<file path="src/design/assert_macros.svh">
// assertion helpers, clocked on clk and disabled during rst
`ifndef ASSERT_MACROS_SVH
`define ASSERT_MACROS_SVH

// same-cycle implication
`define PSS_ASSERT_IMP(label, ante, cons, msg) \
  label: assert property (@(posedge clk) disable iff (rst) (ante) |-> (cons)) \
    else $error(msg);

// next-cycle implication
`define PSS_ASSERT_NXT(label, ante, cons, msg) \
  label: assert property (@(posedge clk) disable iff (rst) (ante) |=> (cons)) \
    else $error(msg);

`endif

</file>
<file path="src/design/pss_pkg.sv">
package pss_pkg;

  // field widths
  localparam int CFG_IDX_W  = 3;
  localparam int CFG_DATA_W = 12;
  localparam int CM_W       = 10;
  localparam int HZ_W       = 12;
  localparam int ECHO_W     = 20;
  localparam int DIST_W     = 16;
  localparam int ZONE_W     = 2;
  localparam int DWELL_W    = 5;
  localparam int BEEP_W     = 8;

  // distance = echo_us * 1114 >> 16 (about 0.034 / 2 cm per us)
  localparam int MUL_W      = 11;
  localparam int PROD_W     = ECHO_W + MUL_W;
  localparam int DIST_SHIFT = 16;
  localparam logic [MUL_W-1:0] DIST_MUL = 11'd1114;

  // dwell divider: quotient always below 2**DIV_STEPS
  localparam int DIV_STEPS = 4;
  localparam int NUM_W     = CM_W + DIV_STEPS;
  localparam int CNT_W     = 2;

  localparam logic [HZ_W-1:0]    FAR_STEP_HZ  = 12'd5;
  localparam logic [HZ_W-1:0]    NEAR_STEP_HZ = 12'd10;
  localparam logic [DWELL_W-1:0] FAR_BASE     = 5'd5;
  localparam logic [DWELL_W-1:0] NEAR_BASE    = 5'd3;
  localparam logic [BEEP_W-1:0]  URGENT_ON    = 8'd100;
  localparam logic [BEEP_W-1:0]  URGENT_ALL   = 8'd150;

  // register reset values
  localparam logic [CM_W-1:0] SILENT_CM_RST    = 10'd100;
  localparam logic [CM_W-1:0] FAR_CM_RST       = 10'd50;
  localparam logic [CM_W-1:0] NEAR_CM_RST      = 10'd20;
  localparam logic [HZ_W-1:0] FAR_LOW_HZ_RST   = 12'd300;
  localparam logic [HZ_W-1:0] FAR_HIGH_HZ_RST  = 12'd600;
  localparam logic [HZ_W-1:0] NEAR_LOW_HZ_RST  = 12'd400;
  localparam logic [HZ_W-1:0] NEAR_HIGH_HZ_RST = 12'd900;
  localparam logic [HZ_W-1:0] URGENT_HZ_RST    = 12'd1000;

  localparam logic ACT_ECHO = 1'b0;
  localparam logic ACT_TICK = 1'b1;

  typedef enum logic [CFG_IDX_W-1:0] {
    REG_SILENT_CM,
    REG_FAR_CM,
    REG_NEAR_CM,
    REG_FAR_LOW_HZ,
    REG_FAR_HIGH_HZ,
    REG_NEAR_LOW_HZ,
    REG_NEAR_HIGH_HZ,
    REG_URGENT_HZ
  } cfg_reg_t;

  typedef enum logic [ZONE_W-1:0] {
    ZN_CLEAR,
    ZN_FAR,
    ZN_NEAR,
    ZN_CRIT
  } zone_t;

  typedef enum logic [2:0] {
    S_IDLE,
    S_ECHO,
    S_TICK,
    S_START,
    S_DIV,
    S_OUT
  } seq_state_t;

endpackage

</file>
<file path="src/design/pss_meas_if.sv">
interface pss_meas_if import pss_pkg::*; ();
  logic              valid;
  logic              ready;
  logic              action;
  logic [ECHO_W-1:0] echo_us;

  modport source (output valid, action, echo_us, input ready);
  modport sink   (input valid, action, echo_us, output ready);
endinterface

</file>
<file path="src/design/pss_status_if.sv">
interface pss_status_if import pss_pkg::*; ();
  logic              valid;
  logic              ready;
  logic [DIST_W-1:0] distance_cm;
  logic [ZONE_W-1:0] zone;
  logic              tone_on;
  logic [HZ_W-1:0]   tone_hz;
  logic              busy_res;

  modport source (output valid, distance_cm, zone, tone_on, tone_hz, busy_res, input ready);
  modport sink   (input valid, distance_cm, zone, tone_on, tone_hz, busy_res, output ready);
endinterface

</file>
<file path="src/design/proximity_siren_sequencer.sv">
// channel   dir  payload                                       role
// meas      in   action, echo_us                               echo (0) or 1 ms tick (1)
// status    out  distance_cm, zone, tone_on, tone_hz, busy_res one per meas transaction
// cfg_*     in   cfg_we, cfg_index, cfg_data                   register writes, no wait
//
// states per meas accept; out holds while the status register is still full:
// tick: tick, out; the sweep step is done in the tick state
// echo: echo, out when latched behind a playing pattern; echo, start, out when
// a clear or critical pattern starts, plus the 4-step shared divider for far/near
// a tick ending a pattern and starting the pending echo runs start/div the same way
// meas is taken only in the idle state; status is a register, so a new
// transaction is accepted while the previous result is still waiting
// rst is synchronous; the block is ready in the same cycle that rst falls
`include "assert_macros.svh"

module proximity_siren_sequencer import pss_pkg::*; (
  input  logic                  clk,
  input  logic                  rst,
  input  logic                  cfg_we,
  input  logic [CFG_IDX_W-1:0]  cfg_index,
  input  logic [CFG_DATA_W-1:0] cfg_data,
  pss_meas_if.sink              meas,
  pss_status_if.source          status
);

  // configuration registers
  logic [CM_W-1:0] silent_cm, far_cm, near_cm;
  logic [HZ_W-1:0] far_low_hz, far_high_hz, near_low_hz, near_high_hz, urgent_hz;

  // pattern state
  seq_state_t         state, state_next;
  zone_t              cur_zone;
  logic [DIST_W-1:0]  cur_distance;
  logic [HZ_W-1:0]    cur_freq;
  logic               sweep_down;
  logic [DWELL_W-1:0] dwell_ticks;
  logic [DWELL_W-1:0] dwell_len;
  logic [BEEP_W-1:0]  beep_ticks;
  logic               playing;
  logic               pending_valid;
  logic [DIST_W-1:0]  pending_distance;

  // datapath registers
  logic [PROD_W-1:0]    prod;
  logic [DIST_W-1:0]    start_d;
  logic [NUM_W-1:0]     rem;
  logic [NUM_W-1:0]     dsh;
  logic [DIV_STEPS-1:0] quo;
  logic [CNT_W-1:0]     div_cnt;

  // result register
  logic              out_valid;
  logic [DIST_W-1:0] out_distance;
  zone_t             out_zone;
  logic              out_tone_on;
  logic [HZ_W-1:0]   out_tone_hz;
  logic              out_busy;

  // config write port
  always_ff @(posedge clk) begin
    if (rst) begin
      silent_cm    <= SILENT_CM_RST;
      far_cm       <= FAR_CM_RST;
      near_cm      <= NEAR_CM_RST;
      far_low_hz   <= FAR_LOW_HZ_RST;
      far_high_hz  <= FAR_HIGH_HZ_RST;
      near_low_hz  <= NEAR_LOW_HZ_RST;
      near_high_hz <= NEAR_HIGH_HZ_RST;
      urgent_hz    <= URGENT_HZ_RST;
    end else if (cfg_we) begin
      case (cfg_reg_t'(cfg_index))
        REG_SILENT_CM:    silent_cm    <= cfg_data[CM_W-1:0];
        REG_FAR_CM:       far_cm       <= cfg_data[CM_W-1:0];
        REG_NEAR_CM:      near_cm      <= cfg_data[CM_W-1:0];
        REG_FAR_LOW_HZ:   far_low_hz   <= cfg_data;
        REG_FAR_HIGH_HZ:  far_high_hz  <= cfg_data;
        REG_NEAR_LOW_HZ:  near_low_hz  <= cfg_data;
        REG_NEAR_HIGH_HZ: near_high_hz <= cfg_data;
        REG_URGENT_HZ:    urgent_hz    <= cfg_data;
        default: ;
      endcase
    end
  end

  // measured distance; 20-bit echo * 1114 >> 16 stays below 2**15, no clamp needed
  logic [DIST_W-1:0] meas_d;
  assign meas_d = {1'b0, prod[PROD_W-1:DIST_SHIFT]};

  // sweep bounds of the pattern in force
  logic [HZ_W-1:0] lo_hz, hi_hz, step_hz;
  always_comb begin
    lo_hz   = (cur_zone == ZN_FAR) ? far_low_hz  : near_low_hz;
    hi_hz   = (cur_zone == ZN_FAR) ? far_high_hz : near_high_hz;
    step_hz = (cur_zone == ZN_FAR) ? FAR_STEP_HZ : NEAR_STEP_HZ;
  end

  // pattern start: zone pick and dwell numerator / divisor
  zone_t           new_zone;
  logic [CM_W-1:0] lo_cm, hi_cm, span_cm, xs;
  logic [DIST_W-1:0] x_full;
  logic [NUM_W-1:0]  num;
  logic [HZ_W-1:0]   new_lo_hz, new_hi_hz;
  always_comb begin
    if (start_d > {{(DIST_W-CM_W){1'b0}}, silent_cm}) begin
      new_zone = ZN_CLEAR;
    end else if (start_d > {{(DIST_W-CM_W){1'b0}}, far_cm}) begin
      new_zone = ZN_FAR;
    end else if (start_d > {{(DIST_W-CM_W){1'b0}}, near_cm}) begin
      new_zone = ZN_NEAR;
    end else begin
      new_zone = ZN_CRIT;
    end
    lo_cm   = (new_zone == ZN_FAR) ? far_cm    : near_cm;
    hi_cm   = (new_zone == ZN_FAR) ? silent_cm : far_cm;
    span_cm = hi_cm - lo_cm;
    // inside the zone d - lo never exceeds hi - lo, so 10 bits hold it
    x_full  = start_d - {{(DIST_W-CM_W){1'b0}}, lo_cm};
    xs      = x_full[CM_W-1:0];
    // times 15 for far, times 5 for near
    if (new_zone == ZN_FAR) begin
      num = {xs, {DIV_STEPS{1'b0}}} - {{DIV_STEPS{1'b0}}, xs};
    end else begin
      num = {2'b00, xs, 2'b00} + {{DIV_STEPS{1'b0}}, xs};
    end
    new_lo_hz = (new_zone == ZN_FAR) ? far_low_hz  : near_low_hz;
    new_hi_hz = (new_zone == ZN_FAR) ? far_high_hz : near_high_hz;
  end

  // shared divider step: one compare and subtract per cycle
  logic                 div_ge;
  logic [DIV_STEPS-1:0] quo_n;
  logic [DWELL_W-1:0]   dwell_base;
  assign div_ge     = (rem >= dsh);
  assign quo_n      = {quo[DIV_STEPS-2:0], div_ge};
  assign dwell_base = (cur_zone == ZN_FAR) ? FAR_BASE : NEAR_BASE;

  // tick step
  logic [BEEP_W-1:0]  beep_n;
  logic [DWELL_W-1:0] dt_n;
  logic [HZ_W:0]      up_sum;
  logic [HZ_W-1:0]    down_diff;
  logic               dwell_due;
  logic               tick_end;
  always_comb begin
    beep_n    = beep_ticks + 1'b1;
    dt_n      = dwell_ticks + 1'b1;
    up_sum    = {1'b0, cur_freq} + {1'b0, step_hz};
    down_diff = cur_freq - step_hz;
    dwell_due = playing && (cur_zone != ZN_CRIT) && (dt_n >= dwell_len);
    tick_end  = 1'b0;
    if (playing) begin
      if (cur_zone == ZN_CRIT) begin
        tick_end = (beep_n >= URGENT_ALL);
      end else if (dwell_due) begin
        if (!sweep_down) begin
          // top reached with reversed bounds ends at once
          tick_end = (up_sum > {1'b0, hi_hz}) && (hi_hz < lo_hz);
        end else begin
          tick_end = !((cur_freq >= step_hz) && (down_diff >= lo_hz));
        end
      end
    end
  end

  // tone seen by the result
  logic tone_now;
  assign tone_now = playing &&
                    ((cur_zone == ZN_FAR) || (cur_zone == ZN_NEAR) ||
                     ((cur_zone == ZN_CRIT) && (beep_ticks < URGENT_ON)));

  // sequencer next state
  always_comb begin
    state_next = state;
    case (state)
      S_IDLE: begin
        if (meas.valid) begin
          state_next = (meas.action == ACT_TICK) ? S_TICK : S_ECHO;
        end
      end
      S_ECHO:  state_next = playing ? S_OUT : S_START;
      S_TICK:  state_next = (tick_end && pending_valid) ? S_START : S_OUT;
      S_START: begin
        state_next = ((new_zone == ZN_FAR) || (new_zone == ZN_NEAR)) ? S_DIV : S_OUT;
      end
      S_DIV:   state_next = (div_cnt == '0) ? S_OUT : S_DIV;
      S_OUT: begin
        if (!out_valid || status.ready) begin
          state_next = S_IDLE;
        end
      end
      default: state_next = S_IDLE;
    endcase
  end

  // sequencer outputs
  logic out_load;
  always_comb begin
    meas.ready = (state == S_IDLE) && !rst;
    out_load   = (state == S_OUT) && (!out_valid || status.ready);
  end

  always_ff @(posedge clk) begin
    if (rst) begin
      state <= S_IDLE;
    end else begin
      state <= state_next;
    end
  end

  // pattern state and datapath
  always_ff @(posedge clk) begin
    if (rst) begin
      cur_zone         <= ZN_CLEAR;
      cur_distance     <= '0;
      cur_freq         <= '0;
      sweep_down       <= 1'b0;
      dwell_ticks      <= '0;
      dwell_len        <= '0;
      beep_ticks       <= '0;
      playing          <= 1'b0;
      pending_valid    <= 1'b0;
      pending_distance <= '0;
    end else begin
      case (state)
        S_IDLE: begin
          prod <= {{MUL_W{1'b0}}, meas.echo_us} * {{ECHO_W{1'b0}}, DIST_MUL};
        end
        S_ECHO: begin
          // echo during a pattern waits for the pattern to end
          if (playing) begin
            pending_valid    <= 1'b1;
            pending_distance <= meas_d;
          end else begin
            start_d <= meas_d;
          end
        end
        S_TICK: begin
          if (playing) begin
            if (cur_zone == ZN_CRIT) begin
              beep_ticks <= beep_n;
            end else if (dwell_due) begin
              dwell_ticks <= '0;
              if (!sweep_down) begin
                if (up_sum <= {1'b0, hi_hz}) begin
                  cur_freq <= up_sum[HZ_W-1:0];
                end else begin
                  // down half always starts at the high bound
                  sweep_down <= 1'b1;
                  cur_freq   <= hi_hz;
                end
              end else if (!tick_end) begin
                cur_freq <= down_diff;
              end
            end else begin
              dwell_ticks <= dt_n;
            end
            if (tick_end) begin
              if (pending_valid) begin
                pending_valid <= 1'b0;
                start_d       <= pending_distance;
              end else begin
                playing  <= 1'b0;
                cur_freq <= '0;
              end
            end
          end
        end
        S_START: begin
          cur_distance <= start_d;
          cur_zone     <= new_zone;
          dwell_ticks  <= '0;
          beep_ticks   <= '0;
          sweep_down   <= 1'b0;
          dwell_len    <= '0;
          case (new_zone)
            ZN_CLEAR: begin
              playing  <= 1'b0;
              cur_freq <= '0;
            end
            ZN_CRIT: begin
              playing  <= 1'b1;
              cur_freq <= urgent_hz;
            end
            default: begin
              if (new_lo_hz > new_hi_hz) begin
                playing  <= 1'b0;
                cur_freq <= '0;
              end else begin
                playing  <= 1'b1;
                cur_freq <= new_lo_hz;
              end
            end
          endcase
          rem     <= num;
          dsh     <= {{(NUM_W-CM_W-DIV_STEPS+1){1'b0}}, span_cm, {(DIV_STEPS-1){1'b0}}};
          quo     <= '0;
          div_cnt <= CNT_W'(DIV_STEPS - 1);
        end
        S_DIV: begin
          if (div_ge) begin
            rem <= rem - dsh;
          end
          quo     <= quo_n;
          dsh     <= dsh >> 1;
          div_cnt <= div_cnt - 1'b1;
          if (div_cnt == '0) begin
            dwell_len <= dwell_base + {{(DWELL_W-DIV_STEPS){1'b0}}, quo_n};
          end
        end
        default: ;
      endcase
    end
  end

  // result register
  always_ff @(posedge clk) begin
    if (rst) begin
      out_valid <= 1'b0;
    end else if (out_load) begin
      out_valid <= 1'b1;
    end else if (status.ready) begin
      out_valid <= 1'b0;
    end
  end

  always_ff @(posedge clk) begin
    if (out_load) begin
      out_distance <= cur_distance;
      out_zone     <= cur_zone;
      out_tone_on  <= tone_now;
      out_tone_hz  <= tone_now ? cur_freq : '0;
      out_busy     <= playing;
    end
  end

  assign status.valid       = out_valid;
  assign status.distance_cm = out_distance;
  assign status.zone        = out_zone;
  assign status.tone_on     = out_tone_on;
  assign status.tone_hz     = out_tone_hz;
  assign status.busy_res    = out_busy;

  // checks
  logic idle_play, idle_sweep, idle_crit, dwell_ok;
  assign idle_play  = (state == S_IDLE) && playing;
  assign idle_sweep = idle_play && ((cur_zone == ZN_FAR) || (cur_zone == ZN_NEAR));
  assign idle_crit  = idle_play && (cur_zone == ZN_CRIT);
  assign dwell_ok   = (dwell_len >= NEAR_BASE) && (dwell_len <= 5'd20);

  `PSS_ASSERT_IMP(a_play_not_clear, playing, cur_zone != ZN_CLEAR, "pattern plays in clear zone")
  `PSS_ASSERT_IMP(a_dwell_range, idle_sweep, dwell_ok, "dwell out of range")
  `PSS_ASSERT_IMP(a_beep_range, idle_crit, beep_ticks < URGENT_ALL, "beep count past end")
  `PSS_ASSERT_NXT(a_div_exit, state == S_DIV, (state == S_DIV) || (state == S_OUT), "divider left early")

endmodule
</file>
<file path="src/flat_wrapper.sv">
// flat-port wrapper written by rule: the top's interface ports become plain ports
module proximity_siren_sequencer_flat import pss_pkg::*;
  (clk, rst, cfg_we, cfg_index, cfg_data, meas_valid, meas_action, meas_echo_us, meas_ready, status_valid, status_distance_cm, status_zone, status_tone_on, status_tone_hz, status_busy_res, status_ready);
  pss_meas_if meas_i ();
  pss_status_if status_i ();
  input  logic clk;
  input  logic rst;
  input  logic cfg_we;
  input  logic [CFG_IDX_W-1:0] cfg_index;
  input  logic [CFG_DATA_W-1:0] cfg_data;
  input wire logic [$bits(meas_i.valid)-1:0] meas_valid;
  input wire logic [$bits(meas_i.action)-1:0] meas_action;
  input wire logic [$bits(meas_i.echo_us)-1:0] meas_echo_us;
  output wire logic [$bits(meas_i.ready)-1:0] meas_ready;
  output wire logic [$bits(status_i.valid)-1:0] status_valid;
  output wire logic [$bits(status_i.distance_cm)-1:0] status_distance_cm;
  output wire logic [$bits(status_i.zone)-1:0] status_zone;
  output wire logic [$bits(status_i.tone_on)-1:0] status_tone_on;
  output wire logic [$bits(status_i.tone_hz)-1:0] status_tone_hz;
  output wire logic [$bits(status_i.busy_res)-1:0] status_busy_res;
  input wire logic [$bits(status_i.ready)-1:0] status_ready;
  assign meas_i.valid = meas_valid;
  assign meas_i.action = meas_action;
  assign meas_i.echo_us = meas_echo_us;
  assign meas_ready = meas_i.ready;
  assign status_valid = status_i.valid;
  assign status_distance_cm = status_i.distance_cm;
  assign status_zone = status_i.zone;
  assign status_tone_on = status_i.tone_on;
  assign status_tone_hz = status_i.tone_hz;
  assign status_busy_res = status_i.busy_res;
  assign status_i.ready = status_ready;
  proximity_siren_sequencer u_core (.clk(clk), .rst(rst), .cfg_we(cfg_we), .cfg_index(cfg_index), .cfg_data(cfg_data), .meas(meas_i), .status(status_i));
endmodule
</file>
<file path="config.mk">
export PLATFORM = sky130hd
export DESIGN_NAME = proximity_siren_sequencer_flat
export DESIGN_NICKNAME = d
export VERILOG_FILES = /design/src/design/pss_pkg.sv /design/src/design/pss_meas_if.sv /design/src/design/pss_status_if.sv /design/src/design/proximity_siren_sequencer.sv /design/src/flat_wrapper.sv
export VERILOG_INCLUDE_DIRS = /design/src /design/src/design
export SDC_FILE = /design/constraint.sdc
export NUM_CORES = 1
export LEC_CHECK = 0
export ABC_AREA = 1
export ABC_CLOCK_PERIOD_IN_PS = 9040
export BUFFER_PORTS_ARGS = -buffer_cell sky130_fd_sc_hd__buf_2
export CORE_MARGIN = 1
export CORE_UTILIZATION = 24
export CTS_CLUSTER_DIAMETER = 120
export DETAILED_ROUTE_END_ITERATION = 8
export GPL_TIMING_DRIVEN = 1
export PLACE_DENSITY = 0.37
export SLEW_MARGIN = 20
export SYNTH_ARGS = -nofsm -noshare
export SYNTH_HDL_FRONTEND = slang
export SYNTH_SLANG_ARGS = --single-unit
</file>
<file path="constraint.sdc">
create_clock -name clk -period 9.04 [get_ports clk]
set_input_delay 1.808 -clock clk [delete_from_list [all_inputs] [get_ports clk]]
set_output_delay 1.808 -clock clk [all_outputs]
set_load 0.005 [all_outputs]
</file>
; After elaboration in Yosys (flattened, before gate mapping)
; Index checks and enable logic that the tools add are counted.
; Widths: inputs -> output; s select.
[totals]
reg_bits = 271
latch_bits = 0
mem_bits_rw = 0
romBits = 0
output_inout_bits = 34
elab_cells = 204
mem_count = 0
[classes]
add_sub_neg = 11
mul = 1
div_mod_pow = 0
order_cmp = 13
eq_ne = 31
n_shift = 0
n_mux = 72
n_bitwise = 1
reduce_logical = 44
[op_table]
columns = op, n
row1 = $mux 12, 13
row2 = $mux 16, 4
row3 = $pmux 14 s2, 2
row4 = $gt 16x10->1, 3
row5 = $pmux 12 s2, 2
row6 = $pmux 16 s2, 1
row7 = $mul 20x10->30 const B, 1
row8 = $mux 14, 2
row9 = $reduce_and 2->1, 14
row10 = $ge 12x12->1, 2
row11 = $mux 1, 21
row12 = $mux 10, 2
row13 = $mux 5, 4
row14 = $pmux 5 s2, 2
row15 = $sub 10x10->10, 2
row16 = $eq 3x3->1 const B, 6
row17 = $ne 2x1->1 const B, 9
row18 = $pmux 3 s6, 1
row19 = $mux 8, 2
row20 = $pmux 8 s2, 1
row21 = $mux 3, 5
row22 = $ge 14x14->1, 1
row23 = $sub 14x10->14, 1
row24 = $sub 14x14->14, 1
row25 = other kinds (34), 71

; Depth between registers and ports, before layout
[depth]
ltp_word = 18
ltp_mapped = 43
mapped_depth_nobuf = 39

; Least setup slack after synthesis
; OpenSTA, ideal clock, no wires.
[synth_path]
kind = input-to-reg
startpoint = in meas_echo_us[7]
endpoint = reg u_core.prod[30], data pin
setup_ns = 0.254
arrival_ns = 5.566
required_ns = 8.786
slack_ns = 3.220
stages = 18
cell_sequence = ha_1 -> ha_1 -> inv_1 -> fa_1 -> fa_1 -> inv_1 -> fa_1 -> ha_1 -> a21oi_1 -> o21a_1 -> o21ai_0 -> a21oi_1 -> o21ai_0 -> a21o_1 -> nand2_1 -> o211ai_1 -> a21o_1 -> a21o_1
[synth_between]
elab_chain_len = 1
[synth_rtl]
columns = item, line_no
row1 = start: declaration, flat_wrapper.sv:13  ; input wire logic [$bits(meas_i.echo_us)-1:0] meas_echo_us;
row2 = $mul 20x10->30, proximity_siren_sequencer.sv:226  ; prod <= {{MUL_W{1'b0}}, meas.echo_us} * {{ECHO_W{1'b0}}, DIST_MUL};
row3 = end signal: assignment, proximity_siren_sequencer.sv:226
row4 = end: declaration, proximity_siren_sequencer.sv:44  ; logic [PROD_W-1:0] prod;
; No other way between the ends.
; A chain may end at the register's enable or synchronous reset.

; Worst setup path after layout
[layout_path]
startpoint = reg u_core.cur_zone[1]
endpoint = reg u_core.start_d[11] (enable)
[layout_between]
elab_chain_len = 12
word_cells_on_any_way = 23
[layout_rtl]
columns = item, line_no
row1 = start: declaration, proximity_siren_sequencer.sv:32  ; zone_t cur_zone;
row2 = start signal: assignment, proximity_siren_sequencer.sv:270  ; cur_zone <= new_zone;
row3 = $eq 2x1->1, "proximity_siren_sequencer.sv:92, proximity_siren_sequencer.sv:93, proximity_siren_sequencer.sv:94"
row4 = $mux 4, proximity_siren_sequencer.sv:94  ; step_hz = (cur_zone == ZN_FAR) ? FAR_STEP_HZ : NEAR_STEP_HZ;
row5 = $sub 12x12->12, proximity_siren_sequencer.sv:148  ; down_diff = cur_freq - step_hz;
row6 = $ge 12x12->1, proximity_siren_sequencer.sv:159  ; tick_end = !((cur_freq >= step_hz) && (down_diff >= lo_hz));
row7 = $logic_and 1x1->1, proximity_siren_sequencer.sv:159
row8 = $logic_not 1->1, proximity_siren_sequencer.sv:159
row9 = $mux 1, proximity_siren_sequencer.sv:155  ; if (!sweep_down) begin
row10 = $mux 1, proximity_siren_sequencer.sv:154  ; end else if (dwell_due) begin
row11 = $mux 1 (*), proximity_siren_sequencer.sv:152  ; if (cur_zone == ZN_CRIT) begin
row12 = $mux 1 (*), proximity_siren_sequencer.sv:151  ; if (playing) begin
row13 = $ne 2x1->1 (no source line) (*), n/a
row14 = $reduce_and 6->1 (no source line) (*), n/a
row15 = end signal: assignment, proximity_siren_sequencer.sv:234  ; start_d <= meas_d;
row16 = end signal: assignment, proximity_siren_sequencer.sv:260  ; start_d <= pending_distance;
row17 = end: declaration, proximity_siren_sequencer.sv:45  ; logic [DIST_W-1:0] start_d;
; Mark *: on every way between the ends. The rest lies on a longest branch, timed or not.

==> metrics.md <==
| Metric | Value |
|---|---|
| Status | completed |
| Largest net degree at the start of global routing | 106 |
| IO Port Bufs | 73 |
| Die Y | between 200 and 300 um |
| Core Rows | 103 |
| Filler instances | 8640 |
| HP Start | u_core.cur_distance[10] |
| Clock Root Buffer | clkbuf_16 |
| Synth area leader | dfxtp_1 |
| Post-CTS setup repair buffer count | 0 |
| DR vias | 16520 |
| Peak VDD IR | 0.0001434 V |
| RePlAce Congestion | slightly below 0.9 |
| GR Util All Layers | 0.1508 |
| Primary FF master, synth | dfxtp_1 |
| Worst-Margin Slew | 1.079 ns |
| Post-CTS resize count | 0 |
| Setup TNS | 0 ns |
| Commonest non-fill, non-tap cells in the layout | 506 x nand2_1, 299 x inv_1, 239 x ha_1 |
| Initial DRC count | 1082 |
| DRT Wirelength | 62.28 mm |
| Die width | 285.4 um |
| Crit-path max FO | 31 |
| Num Clock Sinks | 252 |
| Via/cell ratio | 4.588 |
| WHS Path Cells | 0 |
| Min cycle time layout | 5.974 ns |
| WL/cell | 17.29 um |
| Post-Syn Nets | 2816 |
| Crit Reg-Reg Endpoint | u_core.start_d[11] |
| Layout cells sized above 1 | 0.09647 |
| Final Hold Fails | 0 |
| Post-synth top area share | 0.1652 |
| Hpwl dp | 49.03 mm |
| Syn Inst Count | 2485 |
| Setup-failing EPs final | 0 |
| Crit path kind | reg -> reg |
| Worst skew pair latency | about 0.59 ns |
| Initial Util | 0.2432 |
| EDFF count, synth | 93 |
| Achievable frequency | 167.4 MHz |
| Worst path bufs/invs | 2 |
| WP data required | approximately 9 ns |
| Pleak | 9.787 nW |
| Initial antenna violation count | 4 |
| Worst-path clk slew | 0.07 ns |
| Reg2Reg Depth | 23 |
| PD cells | 236.4 nW/um2 |
| FF-to-FF setup slack | 3.07 ns |
| Crit path arrival time | 6.17 ns |
| Cell Area, Synth | 19270 um2 |
| Final worst slack | 3.066 ns |
| Commonest non-fill, non-tap cell in the layout | nand2_1 |
| Worst relative slew slack | 0.2804 |
| CP Capture Type | flop |
| Fin nets | between 2000 and 3000 |
| Max stage delay on crit path | 0.73 ns |
| Distinct cell type count after synthesis | 63 |
| Final slew viol count | 0 |
| H-tree levels | 1 |
| Hold Crit Endpoint | u_core.status.distance_cm[10] |
| P&R area growth vs syn | 12.85% |
| Die area | roughly 81000 um2 |
| Io pins | 75 |
| DP Worst Slack | 2.699 ns |
| WHS | 0.4325 ns |
| Vias in the first global route | 16300 |
| Fin crit share | 0.6609 |
| Hold Path Class | reg -> reg |
| Synth area leaders | dfxtp_1 17%, ha_1 16%, edfxtp_1 14% |
| Core area | 79260 um2 |
| Cts bufs inserted | 31 |
| Final Non-Filler Cells | ~3600 |
| Routed Antenna Nets | 0 |
| Remaining routing DRC violations | 0 |
| Hold buffers post-CTS | 0 |
| FFs w/ async S/R, synth | 0 |
| Yosys reg bits | 252 |
| Worst reg2reg path startpoint | u_core.cur_zone[1] |
| Register area share after synthesis | 0.3100 |
| First-pass GRT wire length | a little under 100 mm |
| DR pass1 iterations | 5 |
| Cell Chain, Critical Path | inv_1 -> ha_1 -> inv_2 -> ha_1 -> a21oi_1 -> o31ai_1 -> nand2_1 -> nand3_1 -> nor3_1 -> nand3_1 -> xor2_1 -> ha_1 -> a21oi_1 -> nor2_1 -> a211oi_1 -> nand4_1 -> a21oi_1 -> nand2_2 -> nand2_4 -> nand2_4 -> nand2_1 -> nand3_1 -> nor3_4 |
| Slowest CP cell | nor3_4 |
| Syn avg cell area | 7.756 um2 |
| TritonCTS clock tree | built |
| Overflow after GRT | 0 |
| Clock Tree Buf Depth | 3 |
| RSZ-0062 raised after global routing | no |
| Placed insts | 3542 |
| Yosys warnings | 0 |
| Max cap viols | 0 |
| Startpoint Class | flop |
| Worst Clk Skew | 0.01746 ns |
| Cell class contributing the biggest share of worst-path delay | simple AND/OR/NAND/NOR gates |
| Final Core Density | 0.2744 |
[layout make-up]
type                       instances  area, um2  area share
clock inverter                    18      152.6    0.007018
multi-input combinational       1836      11770      0.5413
sequential                       252       5976      0.2747
antenna                            1      2.502   0.0001150
tap                             1050       1314     0.06040
inverter                         314       1190     0.05471
timing repair buffer              90      493.0     0.02266
clock buffer                      40      849.6     0.03906
[worst register-to-register path: cells and delay by family, from the launching register on]
| family | cells | cell delay, ns |
|---|---|---|
| AOI/OAI and AO/OA | 5 | 0.88 |
| adders and majority gates | 3 | 0.97 |
| xor gates and xnor gates | 1 | 0.31 |
| and+or+nand+nor | 12 | 2.46 |
| buffers and inverters | 2 | 0.58 |
| DFF | 1 | 0.37 |
[cell usage after synthesis, drive strengths merged (5+ instances only)]
cell type and instances:
nand2 551, inv 311, o21ai 246, ha 240, nor2 205, a21oi 195
dfxtp 159, nand3 127, edfxtp 93, clkbuf 58, fa 50, xor2 48
nor3 28, buf 25, o211ai 21, nand4 20, xnor2 15, o21bai 12
a22o 10, or2 9, a21o 6, a31oi 6, o21a 6, a211oi 5
a21boi 5
[state kept, by name, indices dropped and copies added, names as in the netlist, 10 cells and up]
register / cells
u_core.urgent_hz: 12
u_core.far_high_hz: 12
u_core.cur_freq: 12
u_core.far_low_hz: 12
u_core.rem: 14
u_core.far_cm: 10
u_core.prod: 15
u_core.pending_distance: 15
u_core.near_cm: 10
u_core.dsh: 13
u_core.silent_cm: 10
u_core.near_high_hz: 12
u_core.near_low_hz: 12
u_core.status.tone_hz: 12
u_core.cur_distance: 15
u_core.status.distance_cm: 15
u_core.start_d: 15
[how the worst max path moves through the flow]
stage | from | end | slack [ns] | cells past startpoint
finish | u_core.cur_zone[1] | u_core.start_d[11] | 3.07 | 23
global route | u_core.cur_zone[1] | u_core.start_d[11] | 2.47 | 23
CTS | u_core.cur_zone[1] | u_core.start_d[11] | 2.93 | 23
detailed placement | meas_echo_us[14] | u_core.prod[29] | 2.70 | 16
global placement | meas_echo_us[15] | u_core.prod[29] | 2.68 | 16
floorplan | meas_echo_us[7] | u_core.prod[30] | 3.22 | 18
[power by group]
group | total (mW) | leakage [nW] | switching [mW] | internal [mW]
Clock | 1.23 | 0.477 | 0.532 | 0.697
Combinational | 2.41 | 7.16 | 1.56 | 0.850
Sequential | 1.50 | 2.15 | 0.108 | 1.39
[cells by family (layout without fill, tap and decap cells)]
group                    after synthesis  after routing  synth area share
AND/OR/NAND/NOR                      949            949            0.2185
AO/OA/AOI/OAI                        531            531            0.1524
buffers and inverters                397            462           0.08043
adder cells (fa/ha/maj)              290            290            0.2077
flip-flops                           252            252            0.3100
XOR/XNOR                              63             63           0.02960
multiplexers                           2              2          0.001039
other                                  1              2         0.0001946
[layer usage]
metal	part of all wire	vias to the layer above	GRT usage	routed length (um)
li1	-	8373	-	-
met3	0.034	60	0.01904	2113
met4	0.015	8	0.02527	915
met2	0.45	273	0.2438	27750
met1	0.51	7808	0.2158	31450
met5	0.00074	-	0	46
[stage by stage]
stage | area, um2 | total power, mW
floorplan | 19270 | 3.250
detailed placement | 20750 | 3.948
global placement | 20750 | 3.952
CTS | 21750 | 5.214
global route | 21750 | 5.585
finish | 21750 | 5.142
Note: power is estimated with default switching activity, not from simulation.
